File: config.mk
export PLATFORM = sky130hd
export DESIGN_NAME = wnllr_div
export DESIGN_NICKNAME = d
export VERILOG_FILES = /design/src/rtl/wnllr_pkg.sv /design/src/rtl/wnllr_div.sv
export SDC_FILE = /design/constraint.sdc
export NUM_CORES = 1
export LEC_CHECK = 0
export BUFFER_PORTS_ARGS = -buffer_cell sky130_fd_sc_hd__buf_2
export CORE_MARGIN = 5
export CORE_UTILIZATION = 48
export CTS_CLUSTER_DIAMETER = 80
export DETAILED_ROUTE_END_ITERATION = 7
export PLACE_DENSITY = 0.7
export SLEW_MARGIN = 20
export SYNTH_ARGS = -nofsm -noshare
export SYNTH_HDL_FRONTEND = slang
export SYNTH_SLANG_ARGS = --single-unit
File: constraint.sdc
create_clock -name clk_i -period 8.33 [get_ports clk_i]
set_clock_uncertainty 0.1 [all_clocks]
set_input_delay 0 -clock clk_i [delete_from_list [all_inputs] [get_ports clk_i]]
set_output_delay 0 -clock clk_i [all_outputs]
set_load 0.02 [all_outputs]
File: src/rtl/wnllr_pkg.sv
`timescale 1ns / 1ps
`default_nettype none

package wnllr_pkg;

  // Widths of the stream fields.
  localparam int unsigned ValW   = 32;
  localparam int unsigned SumW   = 48;
  localparam int unsigned ClassW = 8;
  localparam int unsigned TgtW   = 16;

  // Saturation limits of the Q(48-F).F sums.
  localparam logic [SumW-1:0] Max48 = {1'b0, {(SumW-1){1'b1}}};
  localparam logic [SumW-1:0] Min48 = {1'b1, {(SumW-1){1'b0}}};

  // Reduction modes; any other code behaves as the mean.
  localparam logic [1:0] MODE_NONE = 2'd0;
  localparam logic [1:0] MODE_SUM  = 2'd1;
  localparam logic [1:0] MODE_MEAN = 2'd2;

  // Configuration register indexes.
  localparam logic [1:0] REG_REDUCTION_MODE    = 2'd0;
  localparam logic [1:0] REG_IGNORE_CLASS      = 2'd1;
  localparam logic [1:0] REG_USE_CLASS_WEIGHTS = 2'd2;

  // Input item kinds.
  localparam logic KIND_WEIGHT  = 1'b0;
  localparam logic KIND_ELEMENT = 1'b1;

  // Sequencer of the mean divider.
  typedef enum logic [1:0] {
    DIV_IDLE,
    DIV_RUN,
    DIV_DONE
  } div_state_e;

  // Request toward the mean divider.
  typedef struct packed {
    logic            start;
    logic            ack;
    logic            neg;
    logic [SumW-1:0] magnitude;
    logic [SumW-1:0] divisor;
  } div_req_t;

  // Answer of the mean divider.
  typedef struct packed {
    logic            done;
    logic            sat;
    logic [SumW-1:0] quotient;
  } div_rsp_t;

endpackage

`default_nettype wire

File: src/rtl/wnllr_div.sv
`timescale 1ns / 1ps
`default_nettype none

// Restoring divider for the mean: one quotient bit per cycle.
// Gives floor(|a| * 2^F / b) with the sign of a, clamped to 48 bits.
module wnllr_div #(
  parameter int unsigned FRACTION_BITS = 16
) (
  input  wire                 clk_i,
  input  wire                 rst_ni,
  input  wnllr_pkg::div_req_t req_i,
  output wnllr_pkg::div_rsp_t rsp_o
);

  localparam int unsigned SumW = wnllr_pkg::SumW;
  localparam int unsigned NumW = SumW + FRACTION_BITS;
  localparam int unsigned CntW = $clog2(NumW);
  localparam int unsigned HiW  = NumW - (SumW - 1);

  wnllr_pkg::div_state_e state_q, state_d;
  logic [CntW-1:0]       cnt_q, cnt_d;
  logic [NumW-1:0]       num_q, num_d;
  logic [NumW-1:0]       quo_q, quo_d;
  logic [SumW:0]         rem_q, rem_d;
  logic [SumW-1:0]       den_q, den_d;
  logic                  neg_q, neg_d;

  logic [SumW:0]         rem_shift;
  logic                  fits;
  logic [HiW-1:0]        quo_hi;
  logic                  sat_pos;
  logic                  sat_neg;

  // Control registers.
  always_ff @(posedge clk_i or negedge rst_ni) begin
    if (!rst_ni) begin
      state_q <= wnllr_pkg::DIV_IDLE;
      cnt_q   <= '0;
    end else begin
      state_q <= state_d;
      cnt_q   <= cnt_d;
    end
  end

  // Datapath registers.
  always_ff @(posedge clk_i) begin
    num_q <= num_d;
    quo_q <= quo_d;
    rem_q <= rem_d;
    den_q <= den_d;
    neg_q <= neg_d;
  end

  // One restoring step: shift in the next dividend bit and try the subtraction.
  assign rem_shift = {rem_q[SumW-1:0], num_q[NumW-1]};
  assign fits      = rem_shift >= {1'b0, den_q};

  always_comb begin
    state_d = state_q;
    cnt_d   = cnt_q;
    num_d   = num_q;
    quo_d   = quo_q;
    rem_d   = rem_q;
    den_d   = den_q;
    neg_d   = neg_q;
    case (state_q)
      wnllr_pkg::DIV_IDLE: begin
        if (req_i.start) begin
          num_d   = {req_i.magnitude, {FRACTION_BITS{1'b0}}};
          quo_d   = '0;
          rem_d   = '0;
          den_d   = req_i.divisor;
          neg_d   = req_i.neg;
          cnt_d   = CntW'(NumW - 1);
          state_d = wnllr_pkg::DIV_RUN;
        end
      end
      wnllr_pkg::DIV_RUN: begin
        num_d = {num_q[NumW-2:0], 1'b0};
        quo_d = {quo_q[NumW-2:0], fits};
        rem_d = fits ? (rem_shift - {1'b0, den_q}) : rem_shift;
        cnt_d = cnt_q - 1'b1;
        if (cnt_q == '0) begin
          state_d = wnllr_pkg::DIV_DONE;
        end
      end
      wnllr_pkg::DIV_DONE: begin
        if (req_i.ack) begin
          state_d = wnllr_pkg::DIV_IDLE;
        end
      end
      default: begin
        state_d = wnllr_pkg::DIV_IDLE;
      end
    endcase
  end

  // A positive result clamps at 2^47 and above; a negative one only beyond 2^47.
  assign quo_hi  = quo_q[NumW-1:SumW-1];
  assign sat_pos = quo_hi != '0;
  assign sat_neg = (quo_hi > HiW'(1)) || ((quo_hi == HiW'(1)) && (quo_q[SumW-2:0] != '0));

  always_comb begin
    rsp_o.done = state_q == wnllr_pkg::DIV_DONE;
    if (neg_q) begin
      rsp_o.sat      = sat_neg;
      rsp_o.quotient = sat_neg ? wnllr_pkg::Min48 : (SumW'(0) - quo_q[SumW-1:0]);
    end else begin
      rsp_o.sat      = sat_pos;
      rsp_o.quotient = sat_pos ? wnllr_pkg::Max48 : quo_q[SumW-1:0];
    end
  end

endmodule

`default_nettype wire

### Word level (Yosys, flattened, before mapping)

Cells that the tools add are included.

| word-level totals | value |
|---|---|
| flip-flop bits (word level) | 233 |
| input bits | 101 |
| output and inout bits | 50 |
| logic and storage cells | 44 |

| operators by class | value |
|---|---|
| add/subtract/negate cells | 3 |
| order comparisons | 2 |
| equal/unequal tests | 6 |
| muxes and demuxes | 16 |
| reduce and logical (&&, ||, !) cells | 10 |

Operators with widths:

| operator | number |
|---|---|
| case mux 64 bit (2 select lines) | 2 |
| two-way mux 48 bit | 4 |
| two-way mux 64 bit | 2 |
| case mux 48 bit (2 select lines) | 1 |
| >= comparator 49 x 48 -> 1 bit | 1 |
| two-way mux 49 bit | 1 |
| subtractor 1 x 48 -> 48 bit (first input constant) | 1 |
| subtractor 48 bit | 1 |
| nonzero test 47 bit | 1 |
| == test 17 x 1 -> 1 bit (second input constant) | 1 |
| > comparator 17 x 1 -> 1 bit (second input constant) | 1 |
| nonzero test 17 bit | 1 |
| case mux 6 bit (2 select lines) | 1 |
| zero test 6 bit | 1 |
| two-way mux 2 bit | 3 |
| two-way mux 6 bit | 1 |
| != test 2 bit (second input constant) | 3 |
| case mux 2 bit (3 select lines) | 1 |
| subtractor 6 x 1 -> 6 bit (second input constant) | 1 |
| AND reduction 2 bit | 2 |
| AND reduction 3 bit | 1 |
| == test 2 x 1 -> 1 bit (second input constant) | 1 |
| == test 2 bit (second input constant) | 1 |
| zero test 2 bit | 1 |
| 3 further kinds | 3 |

### Depth between registers and ports, before layout

Gate-level depths: netlist of the first run.

| depth | value |
|---|---|
| word-level depth | 5 |
| mapped depth | 15 |
| gate-level depth less buffers | 13 |

### Least setup slack after synthesis of the first run

OpenSTA, ideal clock, no wires.

| timing path | value |
|---|---|
| path kind | register to register |
| start point | reg state_q[0] |
| end point | reg cnt_q[0] |
| library setup time | 114 ps |
| data arrival time | 8048 ps |
| required time | 8116 ps |
| setup slack | 67 ps |
| cell stages (with the launch flop) | 4 |
| buffers on the path | 0 |
| cells stage by stage | dfrtp_1 -> nor2_1 -> nor2_1 -> mux2_2 |

| on the way | value |
|---|---|
| longest elaborated chain between the ends | 3 |
| elaborated cells between the ends (all ways) | 6 |
| those cells by class | eq/ne (2); mux (1); reduce/logical (3) |

RTL lines:

| element | RTL line | source |
|---|---|---|
| start: declaration | wnllr_div.sv:20 | `wnllr_pkg::div_state_e state_q, state_d;` |
| start signal: assignment | wnllr_div.sv:37 | `state_q <= wnllr_pkg::DIV_IDLE;` |
| start signal: assignment | wnllr_div.sv:40 | `state_q <= state_d;` |
| == test 2 x 1 -> 1 bit / zero test 2 bit (equally long branches) | wnllr_div.sv:66 | `case (state_q)` |
| nonzero test 2 bit (no source line) / != test 2 bit (equally long branches) | n/a |  |
| AND reduction 2 bit (no source line) | n/a |  |
| end signal: assignment | wnllr_div.sv:41 | `cnt_q <= cnt_d;` |
| end: declaration | wnllr_div.sv:21 | `logic [CntW-1:0] cnt_q, cnt_d;` |

Several ways; a longest one is shown, not always the timed one.
A chain may end at the register's enable or synchronous reset.

==> results of run 1 <==
## how the worst min path moves through the flow
stage	from	depth (start not counted)	end
finish	req_i[98]	3	den_q[42]
global route	req_i[98]	3	den_q[43]
CTS	req_i[98]	3	den_q[43]
detailed placement	rst_ni	1	state_q[1]
global placement	rst_ni	1	state_q[0]
floorplan	rst_ni	0	cnt_q[0]
## per-layer routing
metal  track usage  up-vias  part of all wire
li1              -     5111                 -
met1         0.289     4884              0.47
met2         0.324      323              0.45
met3        0.0342       52             0.063
met4        0.0528        0             0.018
met5             0        -                 0
## cell type report
| type | instances | share of cell area |
|---|---|---|
| flip-flops and latches | 217 | 0.409 |
| multi-input cells | 942 | 0.374 |
| repair buffers | 261 | 0.118 |
| clock buffers | 31 | 0.0422 |
| well taps | 341 | 0.0270 |
| inverters | 65 | 0.0154 |
| clock inverters | 12 | 0.0137 |
## logic make-up (layout without fill, tap and decap cells)
kind of cell / count (synthesis) / count (layout) / synth area share
multiplexers: 38 / 38 / 0.0297
AND/OR/NAND/NOR: 514 / 514 / 0.194
buffers and inverters: 127 / 369 / 0.0406
AO/OA/AOI/OAI: 294 / 294 / 0.151
adder cells (fa/ha/maj): 52 / 52 / 0.0511
XOR/XNOR: 44 / 44 / 0.0299
flip-flops: 217 / 217 / 0.503
## state kept, by name (all words and copies together) (netlist names)
signal and count:
neg_q 1, state_q 2, den_q 48, num_q 48, rem_q 48, cnt_q 6, quo_q 64
## tightest hold or removal path, cell delays in order
cell,delay (ns)
buf_2,0.11
nor3b_2,0.16
buf_4,0.22
## power groups by stage
stage | logic, mW | clock network [mW] | registers (mW)
floorplan | 2.00 | 0 | 2.04
global placement | 2.48 | 0 | 2.10
detailed placement | 2.55 | 0 | 2.11
CTS | 2.60 | 1.21 | 2.10
global route | 2.93 | 1.26 | 2.15
finish | 2.62 | 1.19 | 2.10
## synth_stat cells, types with 12 or more instances
cell type / count / area, um^2
a21o_1: 28 / 210
a21oi_1: 88 / 440
and2_1: 66 / 413
clkbuf_1: 48 / 180
edfxtp_1: 209 / 6280
ha_1: 51 / 638
inv_1: 65 / 244
mux2i_1: 36 / 360
nand2_1: 206 / 773
nand2b_1: 20 / 125
nand3_1: 23 / 115
nand4_1: 12 / 75.1
nor2_1: 86 / 323
nor3_1: 28 / 140
nor4_1: 18 / 113
o211a_1: 18 / 180
o21ai_0: 47 / 235
o21ai_1: 15 / 75.1
xnor2_1: 31 / 272
xor2_1: 13 / 114
## metrics by stage
stage | hold slack, ns | utilization | cells
2_1_floorplan | -0.396 | - | 1286
3_3_place_gp | -0.245 | 0.521 | 1724
3_5_place_dp | -0.242 | 0.521 | 1724
4_1_cts | 0.0423 | 0.592 | 1867
5_1_grt | 0.0527 | 0.594 | 1869
6_report | 0.0655 | 0.594 | 1869
## repair_timing
item                       CTS  global route
hold buffers               100             0
hold endpoints to repair   106             0
resized for setup            0             0
setup buffers                0             0
setup endpoints to repair    0             0
==> out/qor.txt, run 1 <==
remaining routing DRC violations - 0
Max H-tree Level - 1
largest net degree at the start of global routing - 97
worst path bufs/invs - 1
pre-CTS setup slack - 3.93 ns
most common cell after layout, fill and taps aside - edfxtp_1
CP Data Arrival Time - 4.89 ns
cell count after synthesis - 1286
worst reg-to-reg setup slack - 4.13 ns
die height - 174 um
Reg2Reg Depth - 12
clock network power share - 0.201
Post-synth ARST share - 0.0369
Post-synth top flop - edfxtp_1
total core area - 26700 um^2
P_leak - 6.85 nW
final hold vios - 0
Hold Path Class - in -> reg
Max Slew Vio Count - 0
Yosys Warn Count - 0
# nets final - 1665
worst slew pin tran - 1.04 ns
Final WS setup - 3.34 ns
sw frac - 0.383
Filler cells - 2251
Post-synth EDFFs - 209
Slew headroom - 0.305
total power - 5.90 mW
Cell Area, Synth - 12900 um^2
ANT cells - 0
Synth cell types - 67
Rows - 60
Syn Area/Cell - 10.0 um^2
MaxCap Viol Count - 0
Via density - 5.55
slowest stage cell, crit path - or4_1
most frequent cells in the layout - edfxtp_1 (209), nand2_1 (206), buf_2 (150)
starting density of the core - 0.483
I/O pin count - 151
RSZ-0062 raised after global routing - no
critical path class - reg -> out
outcome - finished clean
Setup crit end kind - output port
total gr overflow - 0
Total GRT Usage - 0.203
Synth Register Bits - 217
Worst Setup SP - quo_q[11]
pwr/cell area - 373 nW/um^2
VDD IR-drop max - 0.271 mV
share of power burned in registers - 0.356
# setup viols final - 0
die width - 174 um
first drt pass iteration count - 5
Storage cell area - 6480 um^2
Final Wtd Congestion - 0.881
syn_nets - 1439
Largest delay share family, worst path - simple AND/OR/NAND/NOR gates
HPWL Detailed - 20.4 mm
Design Area, Final - 15800 um^2
Bufs on Longest Clock Path - 3
drt wl/cell - 16.8 um
startpoint types - register
antenna violations before repair - 0
port bufs - 150
initial drt markers - 677
Post-Route WL - 31.4 mm
root buf cell - clkbuf_16
most used cell, CP - or4_4
TritonCTS Buffers - 25
fin crit share - 0.599
Worst Path Required - 8.23 ns
crit path to - rsp_o[34]
global-route wire length before repair - 51.8 mm
via count - 10400
Die ar. - 30200 um^2
critical path peak fanout - 23
CTS tree - built
Gate power share - 0.443
Fmax achieved - 0.200 GHz
CTS sink count - 217
layout cells sized above 1 - 0.154
cell-internal power - 3.64 mW
footprint of the multi-input gates - 5920 um^2
vias in the first global route - 10400
RR Endpoint - rem_q[20]
largest stage delay on the critical path - 0.59 ns
Area Growth Syn to Fin - 22.9%
Levels on crit path - 9
r2r startpoint - rem_q[17]
Psw - 2.26 mW
CP Cell Sequence - or4_1 -> or4_4 -> or4_4 -> nor4b_4 -> nand4b_2 -> a21oi_4 -> nand2_2 -> o311ai_0 -> buf_2
antenna viol nets, final - 0
min cycle time layout - 4.99 ns
Placed Area - 13900 um^2
sequential area share after synthesis - 0.503
setup tns final - 0 ns
CTS clk-pin slew, worst paths - 0.06 ns
worst skew pair latency - 0.52 ns
No activity file was read; power rests on OpenSTA's default activity.
==> run 2: changes to the inputs <==
==> constraint.sdc (replaced) <==
create_clock -name clk_i -period 4.3 [get_ports clk_i]
set_clock_uncertainty 0.1 [all_clocks]
set_input_delay 0 -clock clk_i [delete_from_list [all_inputs] [get_ports clk_i]]
set_output_delay 0 -clock clk_i [all_outputs]
set_load 0.02 [all_outputs]
==> run 2 against run 1 <==
Compared with the run above: global-route usage grew 0.14 points; design area up 1.6%; power increased by 91%; register-to-register slack got worse by 3.7 ns; flip-flop and latch count stayed put; non-clock buffer count up 29; clock-buffer cell count decreased by 1; sequential power is 94% higher; clock power increased by 65%; wire length is 2.0% higher; critical path depth increased by 4; critical endpoint is now rsp_o[42]; via count up 1.7%.
==> out/qor.txt, run 2 (same netlist as run 1, synthesis figures left out) <==
layout cells sized above 1 - 0.174 (+0.0200)
Fmax achieved - 0.238 GHz
antenna viol nets, final - 0 (unchanged)
remaining routing DRC violations - 0 (unchanged)
outcome - finished clean
Placed Area - 14000 um^2 (+1.0%)
setup tns final - 0 ns (unchanged)
final hold vios - 0 (unchanged)
port bufs - 150 (unchanged)
vias in the first global route - 10300 (-1.2%)
CTS sink count - 217 (unchanged)
root buf cell - clkbuf_16
antenna violations before repair - 0 (unchanged)
P_leak - 6.97 nW (+1.8%)
worst skew pair latency - 0.52 ns (about the same)
Final Wtd Congestion - 0.871 (-1.1%)
total gr overflow - 0 (unchanged)
fin crit share - 0.977
pre-CTS setup slack - 0.386 ns (-3.55 ns)
I/O pin count - 151 (unchanged)
Setup crit end kind - output port
Post-Route WL - 32.1 mm (+2.0%)
largest net degree at the start of global routing - 97 (unchanged)
global-route wire length before repair - 52.1 mm (+0.55%)
initial drt markers - 717 (+5.9%)
Via density - 5.55 (about the same)
Hold Path Class - in -> reg
starting density of the core - 0.483 (unchanged)
# setup viols final - 0 (unchanged)
die height - 174 um (unchanged)
total core area - 26700 um^2 (unchanged)
first drt pass iteration count - 5 (unchanged)
pwr/cell area - 703 nW/um^2 (+88%)
Reg with most FFs - quo_q
TritonCTS Buffers - 25 (unchanged)
drt wl/cell - 16.9 um (+0.33%)
Design Area, Final - 16100 um^2 (+1.6%)
Storage cell area - 6480 um^2 (unchanged)
via count - 10500 (+1.7%)
Area Growth Syn to Fin - 24.8%
Rows - 60 (unchanged)
CP Data Arrival Time - 4.10 ns (-0.79 ns)
critical path peak fanout - 15 (-35%)
VDD IR-drop max - 0.447 mV (+65%)
Die ar. - 30200 um^2 (unchanged)
max reg flops - 64 (unchanged)
Final WS setup - 0.0968 ns (-3.24 ns)
Slew headroom - 0.361 (+0.0559)
Max H-tree Level - 1 (unchanged)
most frequent cells in the layout - edfxtp_1 (209), nand2_1 (206), buf_2 (149)
most common cell after layout, fill and taps aside - edfxtp_1
min cycle time layout - 4.20 ns
MaxCap Viol Count - 0 (unchanged)
Total GRT Usage - 0.204 (+0.00138)
total power - 11.3 mW (+91%)
CTS tree - built
footprint of the multi-input gates - 6040 um^2 (+2.0%)
# nets final - 1694 (+1.7%)
worst slew pin tran - 0.957 ns (-0.0858 ns)
Worst Path Required - 4.20 ns (-4.03 ns)
Max Slew Vio Count - 0 (unchanged)
CTS clk-pin slew, worst paths - 0.06 ns (about the same)
die width - 174 um (unchanged)
Filler cells - 2251 (unchanged)
critical path class - reg -> out
RSZ-0062 raised after global routing - yes
ANT cells - 0 (unchanged)
startpoint types - register
HPWL Detailed - 20.8 mm (+2.2%)
Bufs on Longest Clock Path - 3 (unchanged)
## run 2: final timing paths
check	startpoint	end	slack [ns]	depth (start not counted)
min	req_i[20]	den_q[20]	0.09	2
min in group asynchronous	rst_ni	cnt_q[1]	0.39	3
max	quo_q[0]	rsp_o[42]	0.1	13
max in group asynchronous	rst_ni	cnt_q[3]	3.43	3
min reg2reg	cnt_q[5]	cnt_q[5]	0.40	1
max reg2reg	num_q[63]	rem_q[34]	0.45	13
## run 2: timing repair
| item | in CTS | in global routing |
|---|---|---|
| gates resized for setup | 12 | 21 |
| endpoints found under the hold margin | 107 | 0 |
| setup buffers | 2 | 14 |
| pin swaps | 2 | 7 |
| hold buffers | 101 | 0 |
| setup endpoints to repair | 32 | 44 |
## run 2: cell type report
type | instances | share of cell area
Sequential cell | 217 | 0.403
Clock buffer | 30 | 0.0401
Tap cell | 341 | 0.0266
Multi-Input combinational cell | 942 | 0.376
Clock inverter | 15 | 0.00592
Timing Repair Buffer | 290 | 0.133
Inverter | 65 | 0.0152
## run 2: worst max-delay path: stages, from the launching register on
cell and delay [ns]:
edfxtp_1 0.39, inv_2 0.11, ha_4 0.15, or3b_4 0.39
or3_4 0.36, or4_4 0.56, nor4b_4 0.32, nand4b_4 0.16
a21o_4 0.29, buf_6 0.17, nor4_1 0.18, o21ai_0 0.13
o311ai_1 0.14, buf_2 0.24
## run 2: routing by layer
metal	part of all wire	GRT usage	vias up
met5	0	0	-
met4	0.022	0.0492	0
met3	0.059	0.0340	50
met2	0.45	0.331	330
met1	0.46	0.289	4992
li1	-	-	5175
## run 2: through the flow
stage | hold slack, ns | std cells | util
floorplan | -0.396 | 1286 | -
global placement | -0.240 | 1737 | 0.526
detailed placement | -0.242 | 1737 | 0.526
CTS | 0.0579 | 1885 | 0.594
global route | 0.0739 | 1900 | 0.603
finish | 0.0888 | 1900 | 0.603
## run 2: power by group
part	total [mW]	switching, mW	internal (mW)	leakage, nW
sequential	4.07	0.558	3.51	2.33
clock	1.96	0.837	1.12	0.357
combinational	5.26	3.05	2.21	4.29
total	11.3	4.44	6.84	6.97
==> run 3: changes to the inputs <==
--- a/config.mk
+++ b/config.mk
@@ -10,7 +10,7 @@
 export CORE_UTILIZATION = 48
 export CTS_CLUSTER_DIAMETER = 80
 export DETAILED_ROUTE_END_ITERATION = 7
-export PLACE_DENSITY = 0.7
+export PLACE_DENSITY = 0.68
 export SLEW_MARGIN = 20
 export SYNTH_ARGS = -nofsm -noshare
 export SYNTH_HDL_FRONTEND = slang
==> constraint.sdc (replaced) <==
create_clock -name clk_i -period 3.87 [get_ports clk_i]
set_clock_uncertainty 0.1 [all_clocks]
set_input_delay 0 -clock clk_i [delete_from_list [all_inputs] [get_ports clk_i]]
set_output_delay 0 -clock clk_i [all_outputs]
set_load 0.02 [all_outputs]
==> run 3 against run 2 <==
Compared with the run above: the run now ends with setup timing left; design area grew 4.6%; sequential power grew 12%; power grew 14%; sequential share of layout area shrank 1.8 points; global-route usage grew 0.41 points; core utilization grew 2.8 points; die area is the same; cell count grew 1.0%; worst hold slack lost 0.0084 ns; wire length grew 2.7%; critical endpoint is now rsp_o[8].
==> out/qor.txt, run 3 (same netlist as run 1, synthesis figures left out) <==
root buf cell - clkbuf_16
CP Data Arrival Time - 4.06 ns (-0.04 ns)
HP Start - req_i[29]
Rows - 60 (unchanged)
Worst Path Required - 3.77 ns (-0.43 ns)
DRT met1 WL - 15.0 mm (+1.0%)
critical path peak fanout - 8 (-7)
met3 routed WL - 1.78 mm (-6.5%)
worst skew pair latency - 0.53 ns (about the same)
global-route wire length before repair - 52.9 mm (+1.5%)
RSZ-0062 raised after global routing - yes
Min-Delay Endpoint - den_q[29]
fin crit share - 1.07
RR Endpoint - rem_q[34]
max reg flops - 64 (unchanged)
total core area - 26700 um^2 (unchanged)
min cycle time layout - 4.16 ns
Reg2Reg Depth - 14 (+1)
HPWL Detailed - 20.7 mm (-0.73%)
MaxCap Viol Count - 0 (unchanged)
VDD IR-drop max - 0.449 mV (+0.58%)
failing checks - setup timing
worst slew pin tran - 0.848 ns (-0.109 ns)
Design Area, Final - 16800 um^2 (+4.6%)
top sig layer - met4
slowest stage cell, crit path - or4_4
most common cell after layout, fill and taps aside - edfxtp_1
first drt pass iteration count - 5 (unchanged)
r2r startpoint - num_q[63]
remaining routing DRC violations - 0 (unchanged)
antenna viol nets, final - 0 (unchanged)
Max Slew Vio Count - 0 (unchanged)
Bufs on Longest Clock Path - 3 (unchanged)
port bufs - 150 (unchanged)
# setup viols final - 43 (+43)
Area Growth Syn to Fin - 30.5%
Gate power share - 0.475 (+0.009)
starting density of the core - 0.483 (unchanged)
Fmax achieved - 0.240 GHz
Post-Route WL - 32.9 mm (+2.7%)
Via density - 5.58 (+0.55%)
final hold vios - 0 (unchanged)
share of power burned in registers - 0.354 (-0.007)
Slew headroom - 0.433 (+0.0724)
Final WS setup - -0.289 ns (-0.385 ns)
pwr/cell area - 769 nW/um^2 (+9.5%)
outcome - finished, violations left
Reg with most FFs - quo_q
antenna violations before repair - 0 (unchanged)
Hold Path Cell Cnt - 2 (unchanged)
CTS sink count - 217 (unchanged)
CTS clk-pin slew, worst paths - 0.06 ns (about the same)
# nets final - 1713 (+1.1%)
TritonCTS Buffers - 24 (-4.0%)
clock network power share - 0.172 (about the same)
Max H-tree Level - 1 (unchanged)
CP Cell Sequence - inv_2 -> ha_4 -> or3b_4 -> or3_4 -> or4_4 -> nor4b_4 -> nand4b_4 -> a21o_1 -> buf_6 -> nor2_8 -> buf_12 -> a21oi_2 -> o21ai_1 -> buf_4
I/O pin count - 151 (unchanged)
P_leak - 7.25 nW (+4.0%)
drt wl/cell - 17.2 um (+1.7%)
via count - 10700 (+1.6%)
Placed Area - 14100 um^2 (+0.64%)
sw frac - 0.395 (+0.00113)
Psw - 5.10 mW (+15%)
die height - 174 um (unchanged)
routed wl met2 - 15.3 mm (+5.0%)
layout cells sized above 1 - 0.215 (+0.0416)
largest stage delay on the critical path - 0.55 ns (about the same)
total gr overflow - 0 (unchanged)
initial drt markers - 996 (+39%)
die width - 174 um (unchanged)
critical path class - reg -> out
largest net degree at the start of global routing - 90 (-7.2%)
Final Wtd Congestion - 0.887 (+1.8%)
CTS tree - built
vias in the first global route - 10400 (+1.4%)
Die ar. - 30200 um^2 (unchanged)
Setup crit end kind - output port
worst reg-to-reg setup slack - 0.16 ns (-0.29 ns)
ANT cells - 0 (unchanged)
Total GRT Usage - 0.208 (+0.00410)
startpoint types - register
cell-internal power - 7.82 mW (+14%)
Hold Path Class - in -> reg
worst hold slack - 0.0804 ns (-0.00844 ns)
most frequent cells in the layout - edfxtp_1 (209), nand2_1 (204), buf_2 (109)
## run 3: cell types whose count changed in the layout (fill, tap and decap cells not counted), sizes merged
cell / previous run / this run
buf: 189 / 206
clkinv: 12 / 10
clkinvlp: 2 / 3
nand2: 208 / 211
## run 3: layer usage
layer,global-route usage,vias up
li1,-,5233
met1,0.292,5090
met2,0.339,331
met3,0.0329,57
met4,0.0567,0
met5,0,-
## run 3: worst max-delay path by stage
stage / start / to / slack, ns / depth (start not counted)
2_1_floorplan: quo_q[11] / rsp_o[27] / -0.02 / 9
3_3_place_gp: quo_q[0] / rsp_o[34] / 0.18 / 11
3_5_place_dp: quo_q[0] / rsp_o[4] / 0.15 / 13
4_1_cts: quo_q[0] / rsp_o[11] / -0.28 / 14
5_1_grt: quo_q[0] / rsp_o[8] / -0.44 / 14
6_report: quo_q[0] / rsp_o[8] / -0.29 / 14
## run 3: worst max-delay path: cells and delay by family (launching register included)
kind,cells,cell delay [ns]
buffers and inverters,4,0.61
AO/OA/AOI/OAI,3,0.50
adder cells (fa/ha/maj),1,0.14
flip-flops,1,0.39
AND/OR/NAND/NOR,6,1.88
## run 3: stage by stage
stage	setup TNS (ns)	worst slack, ns	util	std cells	total power, mW
after floorplan	-0.0820	-0.0164	-	1286	8.65
after global placement	0	0.180	0.530	1749	10.0
after detailed placement	0	0.149	0.530	1749	10.2
after CTS	-8.96	-0.281	0.619	1915	12.8
after global routing	-12.90	-0.444	0.630	1919	13.9
final	-6.70	-0.289	0.630	1919	12.9
## run 3: cell type report
cell class | count | area [um^2]
fillers | 2107 | 9850
flip-flops and latches | 217 | 6480
multi-input cells | 945 | 6430
repair buffers | 307 | 2460
clock buffers | 30 | 653
well taps | 341 | 427
inverters | 65 | 244
clock inverters | 14 | 115
## run 3: power by group through the flow
stage | logic (mW) | registers, mW | clock network [mW]
CTS | 5.97 | 4.51 | 2.27
finish | 6.14 | 4.57 | 2.22
detailed placement | 5.65 | 4.52 | 0
global placement | 5.51 | 4.50 | 0
floorplan | 4.31 | 4.34 | 0
global route | 6.84 | 4.67 | 2.36
## run 3: timing repair
action,4_1_cts,5_1_grt
setup buffers,17,6
gates cloned,4,0
pin swaps,20,25
setup endpoints to repair,47,50
hold endpoints to repair,122,0
hold buffers,101,0
gates resized for setup,99,66
